File: src/rtl/core/tof_pkg.sv
// shared constants and types of the telnet option filter
package tof_pkg;

  // hold store geometry
  localparam int HOLD_DEPTH = 32;
  localparam int ADDR_W     = $clog2(HOLD_DEPTH);
  localparam int CNT_W      = $clog2(HOLD_DEPTH + 1);

  // telnet protocol bytes
  localparam logic [7:0] B_IAC  = 8'hFF;
  localparam logic [7:0] B_DONT = 8'hFE;
  localparam logic [7:0] B_DO   = 8'hFD;
  localparam logic [7:0] B_WONT = 8'hFC;
  localparam logic [7:0] B_WILL = 8'hFB;
  localparam logic [7:0] B_SB   = 8'hFA;
  localparam logic [7:0] B_SE   = 8'hF0;

  // result kinds
  localparam logic [1:0] KIND_DATA  = 2'd0;
  localparam logic [1:0] KIND_REPLY = 2'd1;
  localparam logic [1:0] KIND_MARK  = 2'd2;

  // option number after reset
  localparam logic [7:0] OPT_RESET = 8'd201;

  // what the immediate part of a request produces
  typedef enum logic [1:0] {
    JOB_NONE,
    JOB_DATA,
    JOB_REPLY
  } job_kind_t;

  // one classified request, handed from front to back
  typedef struct packed {
    job_kind_t        jkind;
    logic [7:0]       data;       // data byte, or option byte of a reply
    logic             reply_do;   // reply middle byte is DO, else WILL
    logic             buf_end;    // append buffer end marker
    logic [CNT_W-1:0] flush_cnt;  // held bytes to hand on before the marker
    logic             option_on;
    logic             ovf;
  } job_t;

  // one result item
  typedef struct packed {
    logic [7:0] out_byte;
    logic [1:0] kind;
    logic       option_on;
    logic       ovf;
    logic       last;
  } result_t;

  // hold store write from the front
  typedef struct packed {
    logic              en;
    logic [ADDR_W-1:0] addr;
    logic [7:0]        data;
  } hold_wr_t;

endpackage

File: src/rtl/core/tof_front.sv
// front end: telnet sequence parser, option tracking and request classification
module tof_front (
  input  logic                clk,
  input  logic                rst,
  input  logic                push,
  output logic                full,
  input  logic [7:0]          in_byte,
  input  logic                buffer_end,
  input  logic                cfg_valid,
  input  logic [7:0]          cfg_data,
  input  logic                jq_full,
  input  logic                flush_done,
  output logic                job_push,
  output tof_pkg::job_t       job,
  output tof_pkg::hold_wr_t   hold_wr
);

  typedef enum logic [4:0] {
    PH_NORMAL  = 5'b00001,
    PH_IAC     = 5'b00010,
    PH_CMD     = 5'b00100,
    PH_SUB     = 5'b01000,
    PH_SUB_IAC = 5'b10000
  } phase_t;

  phase_t                      phase, phase_next;
  logic [7:0]                  held_cmd, held_cmd_next;
  logic                        opt_en, opt_en_next;
  logic [tof_pkg::CNT_W-1:0]   hold_cnt, hold_cnt_next;
  logic                        ovf_seen, ovf_seen_next;
  logic [7:0]                  option_code;
  logic                        flush_busy;

  logic                        accept;
  logic                        put;
  logic                        room;
  logic                        ovf_work;
  logic [tof_pkg::CNT_W-1:0]   put_base;
  logic [tof_pkg::CNT_W-1:0]   flush_cnt;
  tof_pkg::job_kind_t          jkind;
  logic [7:0]                  jdata;
  logic                        jdo;

  // hold off while the queue is full or a flush reads the hold store
  assign full   = jq_full | flush_busy;
  assign accept = push & ~full;

  // per-byte phase machine
  always_comb begin
    phase_next    = phase;
    held_cmd_next = held_cmd;
    opt_en_next   = opt_en;
    hold_cnt_next = hold_cnt;
    put           = 1'b0;
    put_base      = hold_cnt;
    jkind         = tof_pkg::JOB_NONE;
    jdata         = in_byte;
    jdo           = 1'b0;
    unique case (phase)
      PH_IAC: begin
        if (in_byte == tof_pkg::B_IAC) begin
          jkind         = tof_pkg::JOB_DATA;
          jdata         = tof_pkg::B_IAC;
          hold_cnt_next = '0;
          phase_next    = PH_NORMAL;
        end else if (in_byte == tof_pkg::B_SB) begin
          put        = 1'b1;
          phase_next = PH_SUB;
        end else begin
          put           = 1'b1;
          held_cmd_next = in_byte;
          phase_next    = PH_CMD;
        end
      end
      PH_CMD: begin
        if (in_byte == option_code) begin
          if (held_cmd == tof_pkg::B_WILL || held_cmd == tof_pkg::B_DO) begin
            opt_en_next = 1'b1;
            jkind       = tof_pkg::JOB_REPLY;
            jdo         = (held_cmd == tof_pkg::B_WILL);
          end else if (held_cmd == tof_pkg::B_WONT || held_cmd == tof_pkg::B_DONT) begin
            opt_en_next = 1'b0;
          end
        end
        hold_cnt_next = '0;
        phase_next    = PH_NORMAL;
      end
      PH_SUB: begin
        put = 1'b1;
        if (in_byte == tof_pkg::B_IAC) begin
          phase_next = PH_SUB_IAC;
        end
      end
      PH_SUB_IAC: begin
        if (in_byte == tof_pkg::B_SE) begin
          hold_cnt_next = '0;
          phase_next    = PH_NORMAL;
        end else begin
          put = 1'b1;
          if (in_byte != tof_pkg::B_IAC) begin
            phase_next = PH_SUB;
          end
        end
      end
      default: begin
        if (in_byte == tof_pkg::B_IAC) begin
          put        = 1'b1;
          put_base   = '0;
          phase_next = PH_IAC;
        end else begin
          jkind      = tof_pkg::JOB_DATA;
          phase_next = PH_NORMAL;
        end
      end
    endcase

    // keep the byte in the hold store while there is room
    room     = (put_base < tof_pkg::CNT_W'(tof_pkg::HOLD_DEPTH));
    ovf_work = ovf_seen | (put & ~room);
    if (put && room) begin
      hold_cnt_next = put_base + tof_pkg::CNT_W'(1);
    end

    // buffer end hands on an open sequence and returns to normal
    flush_cnt = '0;
    if (buffer_end && phase_next != PH_NORMAL) begin
      flush_cnt     = hold_cnt_next;
      hold_cnt_next = '0;
      phase_next    = PH_NORMAL;
    end

    ovf_seen_next = (phase_next == PH_NORMAL) ? 1'b0 : ovf_work;
  end

  // request to the back end
  assign job_push      = accept & ((jkind != tof_pkg::JOB_NONE) | buffer_end);
  assign job.jkind     = jkind;
  assign job.data      = jdata;
  assign job.reply_do  = jdo;
  assign job.buf_end   = buffer_end;
  assign job.flush_cnt = flush_cnt;
  assign job.option_on = opt_en_next;
  assign job.ovf       = ovf_work;

  // hold store write port
  assign hold_wr.en   = accept & put & room;
  assign hold_wr.addr = put_base[tof_pkg::ADDR_W-1:0];
  assign hold_wr.data = in_byte;

  // parser state
  always_ff @(posedge clk) begin
    if (rst) begin
      phase    <= PH_NORMAL;
      held_cmd <= '0;
      opt_en   <= 1'b0;
      hold_cnt <= '0;
      ovf_seen <= 1'b0;
    end else if (accept) begin
      phase    <= phase_next;
      held_cmd <= held_cmd_next;
      opt_en   <= opt_en_next;
      hold_cnt <= hold_cnt_next;
      ovf_seen <= ovf_seen_next;
    end
  end

  // flush in flight flag
  always_ff @(posedge clk) begin
    if (rst) begin
      flush_busy <= 1'b0;
    end else if (job_push && flush_cnt != '0) begin
      flush_busy <= 1'b1;
    end else if (flush_done) begin
      flush_busy <= 1'b0;
    end
  end

  // tracked option number
  always_ff @(posedge clk) begin
    if (rst) begin
      option_code <= tof_pkg::OPT_RESET;
    end else if (cfg_valid) begin
      option_code <= cfg_data;
    end
  end

endmodule

File: src/rtl/core/tof_jobq.sv
// two-entry request queue between front and back
module tof_jobq (
  input  logic           clk,
  input  logic           rst,
  input  logic           wr_en,
  input  tof_pkg::job_t  wr_job,
  output logic           full,
  input  logic           rd_en,
  output logic           rd_valid,
  output tof_pkg::job_t  rd_job
);

  tof_pkg::job_t slot [2];
  logic          wptr;
  logic          rptr;
  logic [1:0]    count;

  assign full     = (count == 2'd2);
  assign rd_valid = (count != 2'd0);
  assign rd_job   = slot[rptr];

  // payload slots
  always_ff @(posedge clk) begin
    if (wr_en) begin
      slot[wptr] <= wr_job;
    end
  end

  // pointers and fill level
  always_ff @(posedge clk) begin
    if (rst) begin
      wptr  <= 1'b0;
      rptr  <= 1'b0;
      count <= 2'd0;
    end else begin
      if (wr_en) begin
        wptr <= ~wptr;
      end
      if (rd_en) begin
        rptr <= ~rptr;
      end
      if (wr_en && !rd_en) begin
        count <= count + 2'd1;
      end else if (rd_en && !wr_en) begin
        count <= count - 2'd1;
      end
    end
  end

endmodule

File: src/rtl/core/tof_back.sv
// back end: expands requests into result items, holds the hold store and result queue
module tof_back (
  input  logic               clk,
  input  logic               rst,
  input  logic               job_valid,
  input  tof_pkg::job_t      job,
  output logic               job_pop,
  output logic               flush_done,
  input  tof_pkg::hold_wr_t  hold_wr,
  output logic               empty,
  input  logic               pop,
  output tof_pkg::result_t   res
);

  typedef enum logic [4:0] {
    BK_HEAD  = 5'b00001,
    BK_R2    = 5'b00010,
    BK_R3    = 5'b00100,
    BK_FLUSH = 5'b01000,
    BK_MARK  = 5'b10000
  } bk_state_t;

  bk_state_t                 st, st_next;
  logic [tof_pkg::CNT_W-1:0] idx, idx_next;
  logic [7:0]                hold_mem [tof_pkg::HOLD_DEPTH];
  logic [7:0]                rd_data;

  tof_pkg::result_t          oq [2];
  logic                      owptr;
  logic                      orptr;
  logic [1:0]                ocnt;
  logic                      ofull;
  logic                      emit;
  logic                      go;
  logic                      opop;
  tof_pkg::result_t          r;

  // hold store, read data registered
  always_ff @(posedge clk) begin
    if (hold_wr.en) begin
      hold_mem[hold_wr.addr] <= hold_wr.data;
    end
    rd_data <= hold_mem[idx_next[tof_pkg::ADDR_W-1:0]];
  end

  assign ofull = (ocnt == 2'd2);
  assign go    = ~ofull;

  // result sequencer
  always_comb begin
    st_next     = st;
    idx_next    = idx;
    emit        = 1'b0;
    job_pop     = 1'b0;
    flush_done  = 1'b0;
    r.out_byte  = '0;
    r.kind      = tof_pkg::KIND_DATA;
    r.option_on = job.option_on;
    r.ovf       = job.ovf;
    r.last      = 1'b0;
    unique case (st)
      BK_HEAD: begin
        idx_next = '0;
        if (job_valid) begin
          if (job.jkind == tof_pkg::JOB_DATA) begin
            emit       = 1'b1;
            r.out_byte = job.data;
            r.last     = ~job.buf_end;
            if (go) begin
              if (job.buf_end) begin
                st_next = BK_MARK;
              end else begin
                job_pop = 1'b1;
              end
            end
          end else if (job.jkind == tof_pkg::JOB_REPLY) begin
            emit       = 1'b1;
            r.out_byte = tof_pkg::B_IAC;
            r.kind     = tof_pkg::KIND_REPLY;
            if (go) begin
              st_next = BK_R2;
            end
          end else if (job.flush_cnt != '0) begin
            // this cycle primes the store read of entry zero
            st_next = BK_FLUSH;
          end else begin
            emit   = 1'b1;
            r.kind = tof_pkg::KIND_MARK;
            r.last = 1'b1;
            if (go) begin
              job_pop = 1'b1;
            end
          end
        end
      end
      BK_R2: begin
        emit       = 1'b1;
        r.out_byte = job.reply_do ? tof_pkg::B_DO : tof_pkg::B_WILL;
        r.kind     = tof_pkg::KIND_REPLY;
        if (go) begin
          st_next = BK_R3;
        end
      end
      BK_R3: begin
        emit       = 1'b1;
        r.out_byte = job.data;
        r.kind     = tof_pkg::KIND_REPLY;
        r.last     = ~job.buf_end;
        if (go) begin
          if (job.buf_end) begin
            st_next = BK_MARK;
          end else begin
            job_pop = 1'b1;
            st_next = BK_HEAD;
          end
        end
      end
      BK_FLUSH: begin
        emit       = 1'b1;
        r.out_byte = rd_data;
        if (go) begin
          if (idx + tof_pkg::CNT_W'(1) == job.flush_cnt) begin
            st_next = BK_MARK;
          end else begin
            idx_next = idx + tof_pkg::CNT_W'(1);
          end
        end
      end
      BK_MARK: begin
        emit   = 1'b1;
        r.kind = tof_pkg::KIND_MARK;
        r.last = 1'b1;
        if (go) begin
          job_pop    = 1'b1;
          flush_done = (job.flush_cnt != '0);
          st_next    = BK_HEAD;
        end
      end
      default: begin
        st_next = BK_HEAD;
      end
    endcase
  end

  // sequencer state
  always_ff @(posedge clk) begin
    if (rst) begin
      st  <= BK_HEAD;
      idx <= '0;
    end else begin
      st  <= st_next;
      idx <= idx_next;
    end
  end

  // result queue
  assign empty = (ocnt == 2'd0);
  assign res   = oq[orptr];
  assign opop  = pop & ~empty;

  always_ff @(posedge clk) begin
    if (emit && go) begin
      oq[owptr] <= r;
    end
  end

  always_ff @(posedge clk) begin
    if (rst) begin
      owptr <= 1'b0;
      orptr <= 1'b0;
      ocnt  <= 2'd0;
    end else begin
      if (emit && go) begin
        owptr <= ~owptr;
      end
      if (opop) begin
        orptr <= ~orptr;
      end
      if (emit && go && !opop) begin
        ocnt <= ocnt + 2'd1;
      end else if (opop && !(emit && go)) begin
        ocnt <= ocnt - 2'd1;
      end
    end
  end

endmodule

File: src/rtl/core/telnet_option_filter.sv
// top level of the inbound telnet option filter
//
//   channel   direction  handshake              payload
//   input     in         push / full            in_byte, buffer_end
//   result    out        empty / pop            out_byte, kind, option_on, hold_overflow, last
//   config    in         cfg_valid / cfg_ready  cfg_data (option number)
//
// one input byte per cycle while each byte causes at most one result and the receiver keeps popping.
// a negotiation reply gives three result items, a buffer end marker one more;
// a flush first starts the store read, then hands on one held byte per cycle unless stalled,
// and input is held off (full) until its marker has been queued.
// synchronous reset, no clearing pass; the hold store needs none.
// a two-entry request queue and a two-entry result queue let either side stall.
module telnet_option_filter (
  input  logic       clk,
  input  logic       rst,
  input  logic       push,
  output logic       full,
  input  logic [7:0] in_byte,
  input  logic       buffer_end,
  output logic       empty,
  input  logic       pop,
  output logic [7:0] out_byte,
  output logic [1:0] kind,
  output logic       option_on,
  output logic       hold_overflow,
  output logic       last,
  input  logic       cfg_valid,
  output logic       cfg_ready,
  input  logic [7:0] cfg_data
);

  tof_pkg::job_t      fe_job;
  tof_pkg::job_t      be_job;
  tof_pkg::hold_wr_t  hold_wr;
  tof_pkg::result_t   res;
  logic               job_push;
  logic               jq_full;
  logic               job_valid;
  logic               job_pop;
  logic               flush_done;

  // configuration is always taken
  assign cfg_ready = 1'b1;

  // parser and classifier
  tof_front u_front (
    .clk        (clk),
    .rst        (rst),
    .push       (push),
    .full       (full),
    .in_byte    (in_byte),
    .buffer_end (buffer_end),
    .cfg_valid  (cfg_valid),
    .cfg_data   (cfg_data),
    .jq_full    (jq_full),
    .flush_done (flush_done),
    .job_push   (job_push),
    .job        (fe_job),
    .hold_wr    (hold_wr)
  );

  // request queue
  tof_jobq u_jobq (
    .clk      (clk),
    .rst      (rst),
    .wr_en    (job_push),
    .wr_job   (fe_job),
    .full     (jq_full),
    .rd_en    (job_pop),
    .rd_valid (job_valid),
    .rd_job   (be_job)
  );

  // result expansion
  tof_back u_back (
    .clk        (clk),
    .rst        (rst),
    .job_valid  (job_valid),
    .job        (be_job),
    .job_pop    (job_pop),
    .flush_done (flush_done),
    .hold_wr    (hold_wr),
    .empty      (empty),
    .pop        (pop),
    .res        (res)
  );

  // result fields
  assign out_byte      = res.out_byte;
  assign kind          = res.kind;
  assign option_on     = res.option_on;
  assign hold_overflow = res.ovf;
  assign last          = res.last;

endmodule

File: config.mk
export PLATFORM = sky130hd
export DESIGN_NAME = telnet_option_filter
export DESIGN_NICKNAME = d
export VERILOG_FILES = /design/src/rtl/core/tof_pkg.sv /design/src/rtl/core/tof_front.sv /design/src/rtl/core/tof_jobq.sv /design/src/rtl/core/tof_back.sv /design/src/rtl/core/telnet_option_filter.sv
export SDC_FILE = /design/constraint.sdc
export NUM_CORES = 1
export LEC_CHECK = 0
export BUFFER_PORTS_ARGS = -buffer_cell sky130_fd_sc_hd__buf_4
export CORE_MARGIN = 5
export CORE_UTILIZATION = 30
export CTS_CLUSTER_SIZE = 20
export DETAILED_ROUTE_END_ITERATION = 8
export SLEW_MARGIN = 20
export SYNTH_ARGS = -nofsm -noshare
export SYNTH_HDL_FRONTEND = slang
export SYNTH_SLANG_ARGS = --single-unit
File: constraint.sdc
create_clock -name clk -period 3.95 [get_ports clk]
set_input_delay 0 -clock clk [delete_from_list [all_inputs] [get_ports clk]]
set_output_delay 0 -clock clk [all_outputs]
set_load 0.1 [all_outputs]
== Yosys cells after proc, flatten, opt, wreduce, memory -nomap -nowiden ==
Memory sizes are Yosys's and may differ from the RTL's. A register that Yosys moved wholly into a read port is not among the register bits.
Index checks and enable logic that the tools add are counted.
Storage, ports and cells
  RAM bits: 322
  word-level logic and storage cells: 207
  output and inout bits: 16
  bits of input ports: 22
  memories: 3
  register bits after elaboration: 49
Memories
  u_back.hold_mem: words 32, width 8, rd ports 1, clocked after Yosys merged registers in 1, write ports 1, RTL line tof_back.sv:25  | logic [7:0] hold_mem [tof_pkg::HOLD_DEPTH];
  u_jobq.slot: words 2, width 20, rd ports 1, clocked after Yosys merged registers in 1, write ports 1, RTL line tof_jobq.sv:13  | tof_pkg::job_t slot [2];
  u_back.oq: words 2, width 13, rd ports 1, clocked after Yosys merged registers in 1, write ports 1, RTL line tof_back.sv:28  | tof_pkg::result_t oq [2];
Operators by class
  order comparisons: 1
  add/sub/neg operators: 6
  reductions and logical operators: 30
  multiplexer cells: 95
  bitwise logic cells: 20
  equality and inequality tests: 36
Operators by type and width (count)
  $mux 5: 18
  $eq 8x8->1 const B: 7
  $mux 6: 8
  $mux 1: 41
  $mux 8: 4
  $pmux 8 s4: 1
  $pmux 5 s5: 1
  $mux 2: 10
  $pmux 5 s4: 1
  $pmux 6 s3: 1
  $add 6x1->6 const B: 2
  $ne 2x2->1 const B: 6
  $pmux 2 s3: 2
  $pmux 6 s2: 1
  $reduce_bool 2->1: 6
  $reduce_bool 6->1: 2
  $not 1->1: 11
  $eq 5x1->1 const B: 2
  $eq 5x2->1 const B: 2
  $eq 5x3->1 const B: 2
  $eq 5x4->1 const B: 2
  $eq 5x5->1 const B: 2
  $mux 10: 1
  $reduce_and 10->1: 1
  28 further kinds: 54

== Longest topological paths before layout ==
Gate-level depths: netlist of run 1.
  word-level depth: 12
  mapped depth: 15
  gate-level depth less buffers: 13

== Cells and area by module ==
From an unflattened synthesis of run 1, not the netlist that was laid out.
Unflattened totals
  cells, all modules: 1276
  area, all modules: 16326.9 um2
By module, submodules not included
  tof_back: cells an instance 929, area each 12625.9 um2, instances 1, sequential area each 8948.6 um2
  tof_front: cells an instance 261, area each 2043.2 um2, instances 1, sequential area each 600.6 um2
  tof_jobq: cells an instance 84, area each 1646.6 um2, instances 1, sequential area each 1301.2 um2
  telnet_option_filter: cells an instance 2, area each 11.3 um2, instances 1, sequential area each 0.0 um2

== Worst setup path before layout of run 1 ==
OpenSTA, ideal clock, no wires.
  path type: register to register
  from: register u_front.phase[2]
  to: memory u_jobq.slot[0][0] (netlist bit), enable pin
  clock period less this slack: 3.534 ns
  slack: 0.416 ns
  cell stages (with the launch flop): 8
  data required time: 3.528 ns
  library setup time: 0.422 ns
  arrival: 3.111 ns
  buffers on the path: 0
  cell sequence: dfxtp_1 -> nor2b_1 -> nand3_1 -> or4_1 -> nor3_1 -> and3_1 -> nor3_1 -> nor3_1
RTL lines
  start, declared: RTL line tof_front.sv:26  | phase_t phase, phase_next;
  start signal, assigned: RTL line tof_front.sv:159  | phase <= phase_next;
  end, declared: RTL line tof_jobq.sv:13

==> impl_results.md, run 1 <==
* Worst reg-to-reg path cell count at 12
* Number of vias per cell at 4.96
* Final worst-path cycle share at 92.6%
* M3 GR Usage at 2.79%
* I/O Pins at 38
* Global Route Usage Sum at 13.8%
* RSZ-0062 raised after global routing: no
* Die ar. at 0.0584 mm^2
* Grt ovf at 0
* Initial Util at 30.1%
* Vias at 10,457
* Pre-antenna DRT Iters at 7
* Core area at 0.0535 mm^2
* CP Class: reg -> reg
* Mapped cell area at 0.0161 mm^2
* Routed len/inst at 19.6 um
* Yosys warnings at 0
* Slew headroom at 27.2%
* # DRC at 0
* Mapped Nets at 1,301
* Final clock skew at 0.0248 ns
* Critical Path RT at 4.42 ns
* Iteration-0 DRC Markers at 907
* Final Wtd Congestion at 0.856
* Power per cell area at 558 mW/mm^2
* Worst-Margin Slew at 1.08 ns
* Crit start category: flop
* Reg2Reg Setup Slack at 0.29 ns
* EDFF count, synth at 322
* Most common cell after layout, fill and taps aside: edfxtp_1
* Fillers at 5,124
* Status: finished, final reports clean
* Final Non-Filler Cells at 2,107
* Cells after Synth at 1,270
* Critical Path AT at 4.13 ns
* Register area at 0.0109 mm^2
* Final #Nets at 1,409
* Multi-input gate area at 0.00490 mm^2
* Clock insertion delay at the later pin of the skew report at 0.58 ns
* CTS clk-pin slew, worst paths at 0.06 ns
* Hpwl dp at 27.0 mm
* Cells after DPL at 1,998
* Leakage at 6.59 nW
* Yosys cell types at 71
* Area Growth Syn to Fin at 18.4%
* Share of cells above drive strength 1 at 15.0%
* First-pass GRT wire length at 63.1 mm
* Share of the synthesized area in the top cell type at 60.1%
* Setup bufs post-CTS at 0
* Root Buffer: clkbuf_16
* Chip width at 242 um
* ANT cells at 0
* Clock tree buffer depth at 3
* Reg-to-Reg End: u_back.rd_data[6]
* Die height at 242 um
* Top post-synthesis cells by area: edfxtp_1 (60%), dfxtp_1 (7.3%), nand2_1 (5.2%), mux2i_1 (4.2%), nor2_1 (3.1%)
* Post-synthesis sequential area ratio at 67.4%
* Fin util at 35.6%
* Hold Violations, Final at 0
* #FFs+latches synth at 381
* Min Tclk post-route at 3.66 ns
* Synth area leader: edfxtp_1
* Most frequent cells in the layout: edfxtp_1 (322), nand2_1 (222), nor2_1 (131)
* Num rows at 85
* TritonCTS clock tree: yes
* Prevailing post-synth register cell: edfxtp_1
* Largest net degree at the start of global routing at 52
* CTS H-tree depth at 2
* IO Port Bufs at 36
* Synth async-reset ratio at 0%
* Vias in the first global route at 10,389
* Max capacitance violation total at 0
* Maximum vdd drop at 0.424 mV
* Tightest Hold Check Type: in -> reg
* Max FO, Critical Path at 30
* Setup-failing EPs final at 0
* Final Max Tran Viols at 0
* Initial antenna violation count at 2
* Fmax at 273 MHz
* Syn Area/Cell at 12.7 um^2
* M2 GR Usage at 22.5%
* # clock sinks at 381
* CTS buffer count at 42
* Final setup TNS at 0 ns
* Antenna viol nets, final at 0
* Crit path to: u_back.rd_data[6]
* GR peak layer: met2
* Tot Pwr at 10.6 mW
* Worst Setup End Kind: flop
* Global-route met1 utilization at 18.4%
* WL final at 41.3 mm
cell usage after synthesis (11+ instances only):
library cell  instances
o21ai_0              33
edfxtp_1            322
and3_1               11
dfxtp_1              59
o22ai_1              17
nand2_1             222
mux2_2               29
nor2b_1              13
a21oi_1              61
xor2_1               18
mux2i_1              67
nand3_1              29
nor2_1              131
buf_2                16
clkbuf_1             38
nor3_1               14
layer usage:
metal	share of wire (%)	routed length (um)
met3	6.3	2610
met5	0	0
met2	47	19400
met1	44	18200
met4	2.7	1120
flip-flops by register name, indices dropped and copies added (netlist names), named ones only:
register,cells
u_back.hold_mem,256
u_back.idx,6
u_back.ocnt,2
u_back.oq,26
u_back.orptr,1
u_back.owptr,1
u_back.rd_data,8
u_back.st,5
u_front.flush_busy,1
u_front.held_cmd,8
u_front.hold_cnt,6
u_front.opt_en,1
u_front.option_code,8
u_front.ovf_seen,1
u_front.phase,5
u_jobq.count,2
u_jobq.rptr,1
u_jobq.slot,40
u_jobq.wptr,1
worst min path at each step:
stage	cells past startpoint	startpoint	slack, ns	end
2_1_floorplan	0	in_byte[0]	0.1	u_back.hold_mem[0][0]
3_3_place_gp	2	cfg_data[3]	0.21	u_front.option_code[3]
3_5_place_dp	2	cfg_data[7]	0.21	u_front.option_code[7]
4_1_cts	2	in_byte[6]	0.06	u_back.hold_mem[3][6]
5_1_grt	2	in_byte[6]	0.08	u_back.hold_mem[12][6]
6_report	2	in_byte[6]	0.09	u_back.hold_mem[3][6]
worst max-delay path: stages, from the launching register on:
cell	delay [ns]
dfxtp_1	0.40
buf_12	0.20
mux2_2	0.38
nor3_1	0.21
o221a_2	0.29
o32ai_4	0.12
mux2_4	0.40
buf_12	0.25
mux2i_1	0.35
o22ai_1	0.15
nor4_1	0.51
o21ai_1	0.09
and3_1	0.19
cells by family (layout without fill, tap and decap cells):
group / count (synthesis) / after routing / share of synthesized area [%]
XOR/XNOR: 30 / 30 / 1.76
flip-flops: 381 / 381 / 67.4
adder cells (fa/ha/maj): 9 / 9 / 0.699
buffers and inverters: 78 / 219 / 2.35
AO/OA/AOI/OAI: 188 / 188 / 7.59
AND/OR/NAND/NOR: 483 / 483 / 13.6
multiplexers: 100 / 100 / 6.58
other: 1 / 1 / 0.0233
where the power goes:
part | switching, mW | leakage (nW) | internal, mW
Sequential | 0.133 | 3.40 | 4.61
Combinational | 1.51 | 2.55 | 0.686
Clock | 1.58 | 0.642 | 2.11
Total | 3.22 | 6.59 | 7.41
layout make-up:
cell class | instances | share of cell area (%)
Timing Repair Buffer | 133 | 5.85
Inverter | 9 | 0.177
Sequential cell | 381 | 56.9
Clock buffer | 56 | 6.00
Tap cell | 696 | 4.57
Clock inverter | 21 | 0.814
Multi-Input combinational cell | 811 | 25.7
stage by stage:
step                      cell area, um^2  hold WS (ns)  worst slack (ns)
final                               19100        0.0918             0.293
after detailed placement            17400         0.207             0.276
after global routing                19100        0.0814            0.0291
after global placement              17400         0.208             0.355
after CTS                           19100        0.0644             0.280
after floorplan                     16100        0.0989             0.416
timing repair:
action | 4_1_cts | 5_1_grt
hold buffers | 32 | 0
resized for setup | 0 | 0
hold endpoints to repair | 81 | 0
(Power assumes the default switching activity.)
==> run 2: changes to the inputs <==
- BUFFER_PORTS_ARGS: -buffer_cell sky130_fd_sc_hd__buf_4 -> -buffer_cell sky130_fd_sc_hd__clkbuf_2
==> impl_results.md, run 2 (synthesized netlist as in run 1, its figures left out) <==
* Status: finished, final reports clean
* Combinational share of power at 19.8%
* Vias in the first global route at 10,281
* Slew headroom at 30.2%
* Hpwl dp at 27.0 mm
* Routed len/inst at 19.8 um
* Multi-input gate area at 0.00491 mm^2
* Fillers at 5,151
* Initial antenna violation count at 2
* Final setup TNS at 0 ns
* Fmax at 268 MHz
* Global Route Usage Sum at 13.8%
* Worst reg-to-reg path cell count at 11
* Worst-Margin Slew at 1.04 ns
* Vias at 10,445
* Most common cell after layout, fill and taps aside: edfxtp_1
* Critical Path RT at 4.39 ns
* Largest regs: u_back.hold_mem x256, u_jobq.slot x40, u_back.oq x26
* Crit path cell chain: ha_1 > nand3_1 > xnor3_1 > nor4_4 > o32ai_4 > mux2_4 > mux2i_1 > o22ai_1 > nor4_1 > nand2_1 > and3_1
* First-pass GRT wire length at 63.2 mm
* Chip width at 242 um
* Maximum vdd drop at 0.354 mV
* Final Max Tran Viols at 0
* Register area at 0.0109 mm^2
* Switching part of the total at 30.2%
* RSZ-0062 raised after global routing: no
* Largest net degree at the start of global routing at 52
* Power per cell area at 569 mW/mm^2
* ANT cells at 0
* Clk pwr share at 36.4%
* Root Buffer: clkbuf_16
* Max capacitance violation total at 0
* Clock tree buffer depth at 3
* Fin util at 35.5%
* Slowest cell on crit path: mux2_4
* Iteration-0 DRC Markers at 824
* Largest register FFs at 256
* Leakage at 6.55 nW
* Internal at 7.54 mW
* Die ar. at 0.0584 mm^2
* Core area at 0.0535 mm^2
* # clock sinks at 381
* Switch Pwr at 3.26 mW
* CTS clk-pin slew, worst paths at 0.06 ns
* Hold Violations, Final at 0
* Critical Path AT at 4.17 ns
* CTS H-tree depth at 2
* I/O Pins at 38
* Number of vias per cell at 4.98
* Num rows at 85
* Tightest Hold Check Type: in -> reg
* Crit start category: flop
* Pre-antenna DRT Iters at 5
* # DRC at 0
* CP peak stage delay at 0.60 ns
* Most frequent cells in the layout: edfxtp_1 (322), nand2_1 (222), nor2_1 (131)
* Grt ovf at 0
* Final worst-path cycle share at 94.3%
* Setup-failing EPs final at 0
* Final clock skew at 0.0289 ns
* Clock insertion delay at the later pin of the skew report at 0.59 ns
* Hold Crit Depth at 2
* Share of cells above drive strength 1 at 15.3%
* Setup bufs post-CTS at 0
* CTS buffer count at 42
* WL final at 41.5 mm
* Min Tclk post-route at 3.73 ns
* Worst Setup End Kind: flop
* Die height at 242 um
* Max FO, Critical Path at 40
* Tot Pwr at 10.8 mW
* Top reg by flops: u_back.hold_mem
* IO Port Bufs at 36
* Reg2Reg Setup Slack at 0.22 ns
* Flop pwr share at 43.8%
* Initial Util at 30.1%
* Final #Nets at 1,399
* Final Wtd Congestion at 0.848
* CP Class: reg -> reg
* Antenna viol nets, final at 0
* Area Growth Syn to Fin at 18.0%
* TritonCTS clock tree: yes
-- run 2: critical path, delay by kind of cell (launching register included) --
family                   cells  cell delay [ns]
flip-flops                   1             0.37
adder cells (fa/ha/maj)      1             0.24
multiplexers                 2             0.91
XOR/XNOR                     1             0.40
AO/OA/AOI/OAI                2             0.27
AND/OR/NAND/NOR              5             1.36
-- run 2: per-stage QoR --
| stage | setup WS [ns] | std cells | instance area [um^2] | hold slack [ns] |
|---|---|---|---|---|
| after CTS | 0.159 | 2097 | 19000 | 0.0465 |
| after global placement | 0.195 | 1996 | 17400 | 0.208 |
| after global routing | 0.0616 | 2097 | 19000 | 0.0456 |
| after detailed placement | 0.178 | 1996 | 17400 | 0.210 |
| final | 0.225 | 2097 | 19000 | 0.0395 |
| after floorplan | 0.416 | 1270 | 16100 | 0.0989 |
-- run 2: timing repair --
| item | CTS | global route |
|---|---|---|
| setup endpoints to repair | 0 | 2 |
| endpoints found under the hold margin | 31 | 0 |
| gates resized for setup | 0 | 2 |
| hold buffers | 24 | 0 |
-- run 2: metal layers --
| metal | wire length (um) | up-vias | global-route usage [%] |
|---|---|---|---|
| li1 | - | 4873 | - |
| met1 | 18400 | 5173 | 18.7 |
| met2 | 19100 | 322 | 22.1 |
| met3 | 2790 | 75 | 3.51 |
| met4 | 1160 | 2 | 4.16 |
| met5 | 13 | - | 0 |
-- run 2: final cells by class --
cell class / instances / share of cell area, %
Timing Repair Buffer: 123 / 4.97
Clock buffer: 55 / 5.89
Tap cell: 696 / 4.58
Multi-Input combinational cell: 811 / 25.9
Inverter: 9 / 0.178
Sequential cell: 381 / 57.1
Clock inverter: 22 / 1.41
-- run 2: path summary, 6_finish.rpt --
path                                startpoint                endpoint
worst min-delay path                in_byte[3]  u_back.hold_mem[29][3]
worst min register to register  u_front.opt_en          u_front.opt_en
worst max register to register   u_back.idx[1]       u_back.rd_data[6]
worst max-delay path             u_back.idx[1]       u_back.rd_data[6]
-- run 2: power groups by stage --
stage | Combinational [mW] | Clock (mW) | Sequential [mW]
floorplan | 1.65 | 0 | 4.77
finish | 2.14 | 3.94 | 4.73
global placement | 2.10 | 0 | 4.81
CTS | 2.15 | 4.01 | 4.74
global route | 2.31 | 4.21 | 4.76
detailed placement | 2.13 | 0 | 4.82
